File: src/ptach_pkg.sv
package ptach_pkg;

  localparam int PIN_W   = 16;
  localparam int SPEED_W = 19;
  localparam int WCNT_W  = 16;
  localparam int REG_W   = 16;
  localparam int ADDR_W  = 4;
  localparam int TDATA_OUT_W = 40;

  typedef enum logic [1:0] {
    REG_TACH_PIN_MASK = 2'd0,
    REG_SLEW_STEP     = 2'd1,
    REG_MIN_RPM       = 2'd2,
    REG_MAX_RPM       = 2'd3
  } reg_idx_t;

  typedef enum logic {
    KIND_TICK = 1'b0,
    KIND_EDGE = 1'b1
  } kind_t;

  localparam logic [REG_W-1:0] RST_TACH_PIN_MASK = 16'd128;
  localparam logic [REG_W-1:0] RST_SLEW_STEP     = 16'd100;
  localparam logic [REG_W-1:0] RST_MIN_RPM       = 16'd500;
  localparam logic [REG_W-1:0] RST_MAX_RPM       = 16'd3000;

endpackage

File: src/pulse_tachometer_rpm_filter_top.sv
// Channel  | Direction | Word                                             | Handshake
// ---------+-----------+--------------------------------------------------+----------------
// s_axis   | in        | tdata[15:0] pin_mask, tuser[0] kind              | tvalid/tready
// m_axis   | out       | tdata[18:0] speed_eighths, [34:19] window_count  | tvalid/tready
// apb      | in        | four 16-bit registers at byte addresses 0,4,8,12 | psel/penable
//
// One word per cycle sustained while no tick waits on a stalled result register.
// The input register feeds one pass of count, average, slew and clamp into the
// result register. Edge words update the counter only and give no result.
// A tick waiting on a stalled result register holds the input register.
// rst is synchronous, active high, and restores counter, averages and registers.
module pulse_tachometer_rpm_filter_top #(
  parameter int COUNT_BITS = 16,
  parameter int FRAC_BITS  = 8
) (
  input  logic                                  clk,
  input  logic                                  rst,
  input  logic                                  s_axis_tvalid,
  output logic                                  s_axis_tready,
  input  logic [ptach_pkg::PIN_W-1:0]           s_axis_tdata,  // pin_mask
  input  logic                                  s_axis_tuser,  // kind
  output logic                                  m_axis_tvalid,
  input  logic                                  m_axis_tready,
  output logic [ptach_pkg::TDATA_OUT_W-1:0]     m_axis_tdata,  // speed_eighths, window_count
  input  logic                                  psel,
  input  logic                                  penable,
  input  logic                                  pwrite,
  input  logic [ptach_pkg::ADDR_W-1:0]          paddr,
  input  logic [31:0]                           pwdata,
  output logic [31:0]                           prdata,
  output logic                                  pready
);

  localparam int RAW_W    = COUNT_BITS + 6;
  localparam int SMOOTH_W = RAW_W + FRAC_BITS;
  localparam int SLEW_W   = COUNT_BITS + 7;
  localparam int CMP_W    = ((SLEW_W > 17) ? SLEW_W : 17) + FRAC_BITS;
  localparam int WIDE_W   = (COUNT_BITS > 16) ? COUNT_BITS : 16;
  localparam int SPD_W    = (SLEW_W > 16) ? SLEW_W : 16;
  localparam int RW       = ptach_pkg::REG_W;

  logic [RW-1:0] tach_pin_mask;
  logic [RW-1:0] slew_step;
  logic [RW-1:0] min_rpm;
  logic [RW-1:0] max_rpm;

  logic                        s1_valid;
  ptach_pkg::kind_t            s1_kind;
  logic [ptach_pkg::PIN_W-1:0] s1_pin;
  logic                        s1_go;

  logic [COUNT_BITS-1:0] edge_count;
  logic [COUNT_BITS-1:0] edge_count_next;
  logic [SMOOTH_W-1:0]   smoothed_rpm;
  logic [SMOOTH_W-1:0]   smoothed_rpm_next;
  logic [SLEW_W-1:0]     slewed_rpm;
  logic [SLEW_W-1:0]     slewed_rpm_next;

  logic [RAW_W-1:0]      raw_rpm;
  logic [SMOOTH_W-1:0]   raw_fx;
  logic [SMOOTH_W:0]     smooth_sum;
  logic [CMP_W-1:0]      s_fx;
  logic [CMP_W-1:0]      sm_fx;
  logic [CMP_W-1:0]      t_fx;
  logic [SPD_W-1:0]      slew_ext;
  logic [RW-1:0]         clamped;
  logic [ptach_pkg::SPEED_W-1:0] speed;
  logic [WIDE_W-1:0]     count_ext;
  logic                  cfg_wr;
  logic                  tick_go;

  assign pready = 1'b1;
  assign cfg_wr = psel && penable && pwrite && pready;

  always_ff @(posedge clk) begin
    if (rst) begin
      tach_pin_mask <= ptach_pkg::RST_TACH_PIN_MASK;
      slew_step     <= ptach_pkg::RST_SLEW_STEP;
      min_rpm       <= ptach_pkg::RST_MIN_RPM;
      max_rpm       <= ptach_pkg::RST_MAX_RPM;
    end else if (cfg_wr) begin
      case (ptach_pkg::reg_idx_t'(paddr[3:2]))
        ptach_pkg::REG_TACH_PIN_MASK: tach_pin_mask <= pwdata[RW-1:0];
        ptach_pkg::REG_SLEW_STEP:     slew_step     <= pwdata[RW-1:0];
        ptach_pkg::REG_MIN_RPM:       min_rpm       <= pwdata[RW-1:0];
        ptach_pkg::REG_MAX_RPM:       max_rpm       <= pwdata[RW-1:0];
        default: ;
      endcase
    end
  end

  always_comb begin
    case (ptach_pkg::reg_idx_t'(paddr[3:2]))
      ptach_pkg::REG_TACH_PIN_MASK: prdata = 32'(tach_pin_mask);
      ptach_pkg::REG_SLEW_STEP:     prdata = 32'(slew_step);
      ptach_pkg::REG_MIN_RPM:       prdata = 32'(min_rpm);
      ptach_pkg::REG_MAX_RPM:       prdata = 32'(max_rpm);
      default:                      prdata = '0;
    endcase
  end

  assign s1_go = s1_valid &&
                 (s1_kind == ptach_pkg::KIND_EDGE || !m_axis_tvalid || m_axis_tready);
  assign s_axis_tready = !s1_valid || s1_go;
  assign tick_go = s1_go && (s1_kind == ptach_pkg::KIND_TICK);

  always_ff @(posedge clk) begin
    if (rst) begin
      s1_valid <= 1'b0;
    end else if (s_axis_tready) begin
      s1_valid <= s_axis_tvalid;
    end
  end

  always_ff @(posedge clk) begin
    if (s_axis_tready && s_axis_tvalid) begin
      s1_kind <= ptach_pkg::kind_t'(s_axis_tuser);
      s1_pin  <= s_axis_tdata;
    end
  end

  always_comb begin
    edge_count_next   = edge_count;
    smoothed_rpm_next = smoothed_rpm;
    slewed_rpm_next   = slewed_rpm;

    raw_rpm    = {edge_count, 6'b0} - {4'b0, edge_count, 2'b0};
    raw_fx     = SMOOTH_W'(raw_rpm) << FRAC_BITS;
    smooth_sum = {1'b0, smoothed_rpm} + {1'b0, raw_fx};
    sm_fx      = CMP_W'(smooth_sum[SMOOTH_W:1]);
    s_fx       = CMP_W'(slewed_rpm) << FRAC_BITS;
    t_fx       = CMP_W'(slew_step) << FRAC_BITS;

    if (s1_go) begin
      if (s1_kind == ptach_pkg::KIND_EDGE) begin
        if (s1_pin == tach_pin_mask && edge_count != '1) begin
          edge_count_next = edge_count + COUNT_BITS'(1);
        end
      end else begin
        edge_count_next   = '0;
        smoothed_rpm_next = smooth_sum[SMOOTH_W:1];
        if (s_fx >= sm_fx) begin
          if ((s_fx - sm_fx) >= t_fx) begin
            slewed_rpm_next = slewed_rpm - SLEW_W'(slew_step);
          end
        end else begin
          if ((sm_fx - s_fx) >= t_fx) begin
            slewed_rpm_next = slewed_rpm + SLEW_W'(slew_step);
          end
        end
      end
    end

    slew_ext  = SPD_W'(slewed_rpm_next);
    clamped   = (slew_ext > SPD_W'(max_rpm)) ? max_rpm : slew_ext[RW-1:0];
    speed     = (slew_ext >= SPD_W'(min_rpm)) ? {clamped, 3'b0} : '0;
    count_ext = WIDE_W'(edge_count);
  end

  always_ff @(posedge clk) begin
    if (rst) begin
      edge_count    <= '0;
      smoothed_rpm  <= '0;
      slewed_rpm    <= '0;
      m_axis_tvalid <= 1'b0;
    end else begin
      edge_count   <= edge_count_next;
      smoothed_rpm <= smoothed_rpm_next;
      slewed_rpm   <= slewed_rpm_next;
      if (tick_go) begin
        m_axis_tvalid <= 1'b1;
      end else if (m_axis_tready) begin
        m_axis_tvalid <= 1'b0;
      end
    end
  end

  always_ff @(posedge clk) begin
    if (tick_go) begin
      m_axis_tdata <= {5'b0, count_ext[ptach_pkg::WCNT_W-1:0], speed};
    end
  end

  a_tick_clears_count: assert property (@(posedge clk) disable iff (rst)
    tick_go |=> edge_count == '0)
    else $error("edge counter not cleared by window tick");

  a_result_from_tick: assert property (@(posedge clk) disable iff (rst)
    $rose(m_axis_tvalid) |-> $past(tick_go))
    else $error("result word without a window tick");

  a_window_count: assert property (@(posedge clk) disable iff (rst)
    tick_go |=> m_axis_tdata[34:19] == $past(count_ext[ptach_pkg::WCNT_W-1:0]))
    else $error("window count does not match latched counter");

endmodule

File: config.mk
export PLATFORM = sky130hd
export DESIGN_NAME = pulse_tachometer_rpm_filter_top
export DESIGN_NICKNAME = d
export VERILOG_FILES = /design/src/ptach_pkg.sv /design/src/pulse_tachometer_rpm_filter_top.sv
export SDC_FILE = /design/constraint.sdc
export NUM_CORES = 1
export LEC_CHECK = 0
export BUFFER_PORTS_ARGS = -buffer_cell sky130_fd_sc_hd__buf_4
export CAP_MARGIN = 0
export CORE_ASPECT_RATIO = 1.2
export CORE_MARGIN = 2
export CORE_UTILIZATION = 25
export CTS_CLUSTER_DIAMETER = 60
export DETAILED_ROUTE_END_ITERATION = 10
export GPL_TIMING_DRIVEN = 0
export HOLD_SLACK_MARGIN = 0.08
export PLACE_DENSITY = 0.46
export SLEW_MARGIN = 20
export SYNTH_ARGS = -nofsm -noshare
export SYNTH_HDL_FRONTEND = slang
export SYNTH_SLANG_ARGS = --single-unit
File: constraint.sdc
create_clock -name clk -period 13.26 [get_ports clk]
set_clock_uncertainty 0.1 [all_clocks]
set_input_delay 2.652 -clock clk [delete_from_list [all_inputs] [get_ports clk]]
set_output_delay 2.652 -clock clk [all_outputs]
set_load 0.03 [all_outputs]
==> results.toml <==
[detailed_routing]
ant_nets = 0
num_vias = 13700
vias_per_cell = 4.96
wl_per_cell_um = 19.3
wirelength_um = 53400
drt-pass1-iter-count = 7
initialDrtViolationCount = 838
post-route-drc-count = 0

[critical_path]
critPathSlowestCell = "o21ai_0"
arrival_ns = 12.77
cp_top_family = "compound AO/OA/AOI/OAI gates"
endpoint_kind = "flip-flop"
crit_fanout = 10
path_buf_inv = 6
slowest_delay_ns = 0.86
crit_required_ns = 13.38
path_class = "flip-flop to flip-flop"
crit_path_start_kind = "flip-flop"

[synth]
synth_largest_area_cell = "dfxtp_1"
syn_area_mm2 = 0.0148
yosys.area_share.adder_pct = 15.3
synth_top_cells_by_count = "nand2_1 (250), a21oi_1 (204), ha_1 (174), inv_1 (139), dfxtp_1 (134)"
synth_area_per_cell_um2 = 8.10
synth_mux_area_share_pct = 2.65
async_reset_ff_share_pct = 0
synth_simple_gate_area_share_pct = 18.0
ys_types = 86
synthFlopType = "dfxtp_1"
synth-xor-area-share_pct = 6.15
synth_compound_area_share_pct = 22.7
ys_seq_elements = 183
synth-edff-count = 49
yosysWarnings = 0
synth_top_area_share_pct = 18.1
yosys-top-cells-area = "dfxtp_1 (18%), ha_1 (15%), edfxtp_1 (9.9%)"
synth_top_family_by_area = "compound AO/OA/AOI/OAI gates"
syn_inst = 1827
ys_seq_area_share_pct = 28.1
synth_most_common_cell = "nand2_1"

[cts]
clkLatencyLatePin_ns = 0.49
cts_tree = "done"
cts.htree.levels = 4
cts_buffer_depth = 2
cts_sinks = 183
clkTransAtPathRegs_ns = 0.07
ctsHoldBuffers = 0
cts_buffers = 17
root_buffer = "clkbuf_16"
postCtsSetupBuffers = 0

[finish]
final_nets = 2198
drive_gt1_share_pct = 10.4
area_delta_synth_final_pct = 15.7
nFillCells = 6387
multiInputGateArea_mm2 = 0.00970
seq_area_mm2 = 0.00415
antenna_cells = 0

[timing]
rsz0062_at_grt = "no"
slew_violations = 0
timing.fmax_mhz = 79.0
max_slew_margin_pct = 24.1
worstMarginPinSlew_ns = 1.13
final-setup-viol-count = 0
layout_min_cycle_time_ns = 12.65
fin_crit_sh_pct = 95.4
fin_tns_setup_ns = 0
final_hold_viol_count = 0

[floorplan]
die-area_mm2 = 0.0612
placementRows = 97
core_area_mm2 = 0.0585
chipHeight_um = 271
io_pins = 135
initial_core_util_pct = 25.3
die_w_um = 226

[pwr]
leakagePower_nw = 7.02
p_int_w = 0.00133
power.total_w = 0.00242
power_frac_comb_pct = 52.8
p_switching_w = 0.00110
ir_drop_v = 0.0000822
powerDensity_mw_per_mm2 = 141
sequentialPowerShare_pct = 26.8
swShare_pct = 45.2
p_clk_share_pct = 20.4

[placed_design]
place_hpwl_um = 43800
gp_congestion = 0.916
io_buffers = 90

[global_route]
track_usage_pct = 17.4
grt_max_degree = 26
antenna_found_initial = 0
grt_pass1_wl_um = 80000
grt_pass1_vias = 13700
grt_overflow = 0

[run_status]
status = "completed"

[worst_hold_path]
min_path_type = "flip-flop to flip-flop"

[job]
cap_violations = 0
stage by stage:
stage | instances | util (%) | instance area [µm²] | worst slack (ns) | hold slack [ns]
5_1_grt | 2765 | 29.3 | 17100 | 0.00223 | 0.385
4_1_cts | 2765 | 29.3 | 17100 | 0.339 | 0.366
3_3_place_gp | 2732 | 28.3 | 16600 | 0.354 | 0.351
2_1_floorplan | 1850 | - | 14900 | 3.69 | 0.335
6_report | 2765 | 29.3 | 17100 | 0.609 | 0.364
3_5_place_dp | 2733 | 28.3 | 16600 | 0.412 | 0.356
cell usage in the layout (no fill, tap or decap), drive strengths merged, types with 7 or more instances in the layout:
| master | n |
|---|---|
| a211oi | 15 |
| a21o | 26 |
| a21oi | 205 |
| a22o | 18 |
| a31oi | 15 |
| and2 | 23 |
| and4 | 10 |
| buf | 135 |
| clkbuf | 76 |
| clkinv | 8 |
| conb | 25 |
| dfxtp | 134 |
| edfxtp | 49 |
| ha | 174 |
| inv | 142 |
| mux4 | 16 |
| nand2 | 250 |
| nand2b | 17 |
| nand3 | 34 |
| nand4 | 32 |
| nor2 | 133 |
| nor2b | 16 |
| nor3 | 32 |
| nor4 | 13 |
| o211ai | 31 |
| o21a | 30 |
| o21ai | 73 |
| o21bai | 16 |
| o221ai | 8 |
| o22ai | 10 |
| o31ai | 7 |
| xnor2 | 78 |
| xor2 | 26 |
repair_timing:
action,CTS,global route
resized for setup,0,4
endpoints found under the setup margin,0,16
hold endpoints to repair,0,0
layer usage:
| layer | vias up | part of all wire [%] | track usage [%] |
|---|---|---|---|
| met4 | 0 | 3.8 | 7.57 |
| met1 | 6551 | 40 | 19.4 |
| met3 | 83 | 3.1 | 2.65 |
| met2 | 325 | 53 | 32.5 |
| met5 | - | 0 | 0 |
| li1 | 6742 | - | - |
cell families after synthesis:
logic type	after synthesis
xor gates and xnor gates	104
other	2
and+or+nand+nor	580
DFF	183
adders and majority gates	178
muxes	19
buffers and inverters	243
AOI/OAI and AO/OA	518
power groups by stage:
stage | combinational (W) | clock, W | sequential (W)
6_report | 0.00128 | 0.000494 | 0.000649
5_1_grt | 0.00138 | 0.000530 | 0.000653
4_1_cts | 0.00127 | 0.000512 | 0.000648
3_5_place_dp | 0.00126 | 0 | 0.000661
3_3_place_gp | 0.00126 | 0 | 0.000661
2_1_floorplan | 0.000858 | 0 | 0.000666
registers in the layout, summed over array words and instances (netlist names), 16 cells and up:
| name | cells |
|---|---|
| m_axis_tdata | 32 |
| smoothed_rpm | 29 |
| slewed_rpm | 23 |
| count_ext | 16 |
| max_rpm | 16 |
| min_rpm | 16 |
| s1_pin | 16 |
| slew_step | 16 |
| tach_pin_mask | 16 |
worst register-to-register path, delay by kind of cell, from the launching register on:
family                   cells  cell delay [ns]
AO/OA/AOI/OAI               21             5.61
AND/OR/NAND/NOR             14             2.29
buffers and inverters        6             1.62
adder cells (fa/ha/maj)      5             1.56
XOR/XNOR                     3             0.77
flip-flops                   1             0.42
worst paths after layout:
kind	start	to	slack (ns)	cells after the start
min reg2reg	smoothed_rpm[21]	smoothed_rpm[21]	0.36	2
min	smoothed_rpm[21]	smoothed_rpm[21]	0.36	2
max	count_ext[4]	m_axis_tdata[11]	0.61	49
max reg2reg	count_ext[4]	m_axis_tdata[11]	0.61	49
cell type report:
class                   count  share of cell area, %
multi-input cells        1424                   56.6
flip-flops and latches    183                   24.2
well taps                 792                   5.78
repair buffers             91                   4.06
inverters                 141                   3.09
plain buffers             102                   3.02
clock buffers              18                   2.56
clock inverters            14                  0.592
Power figures use the tool's default switching activity.
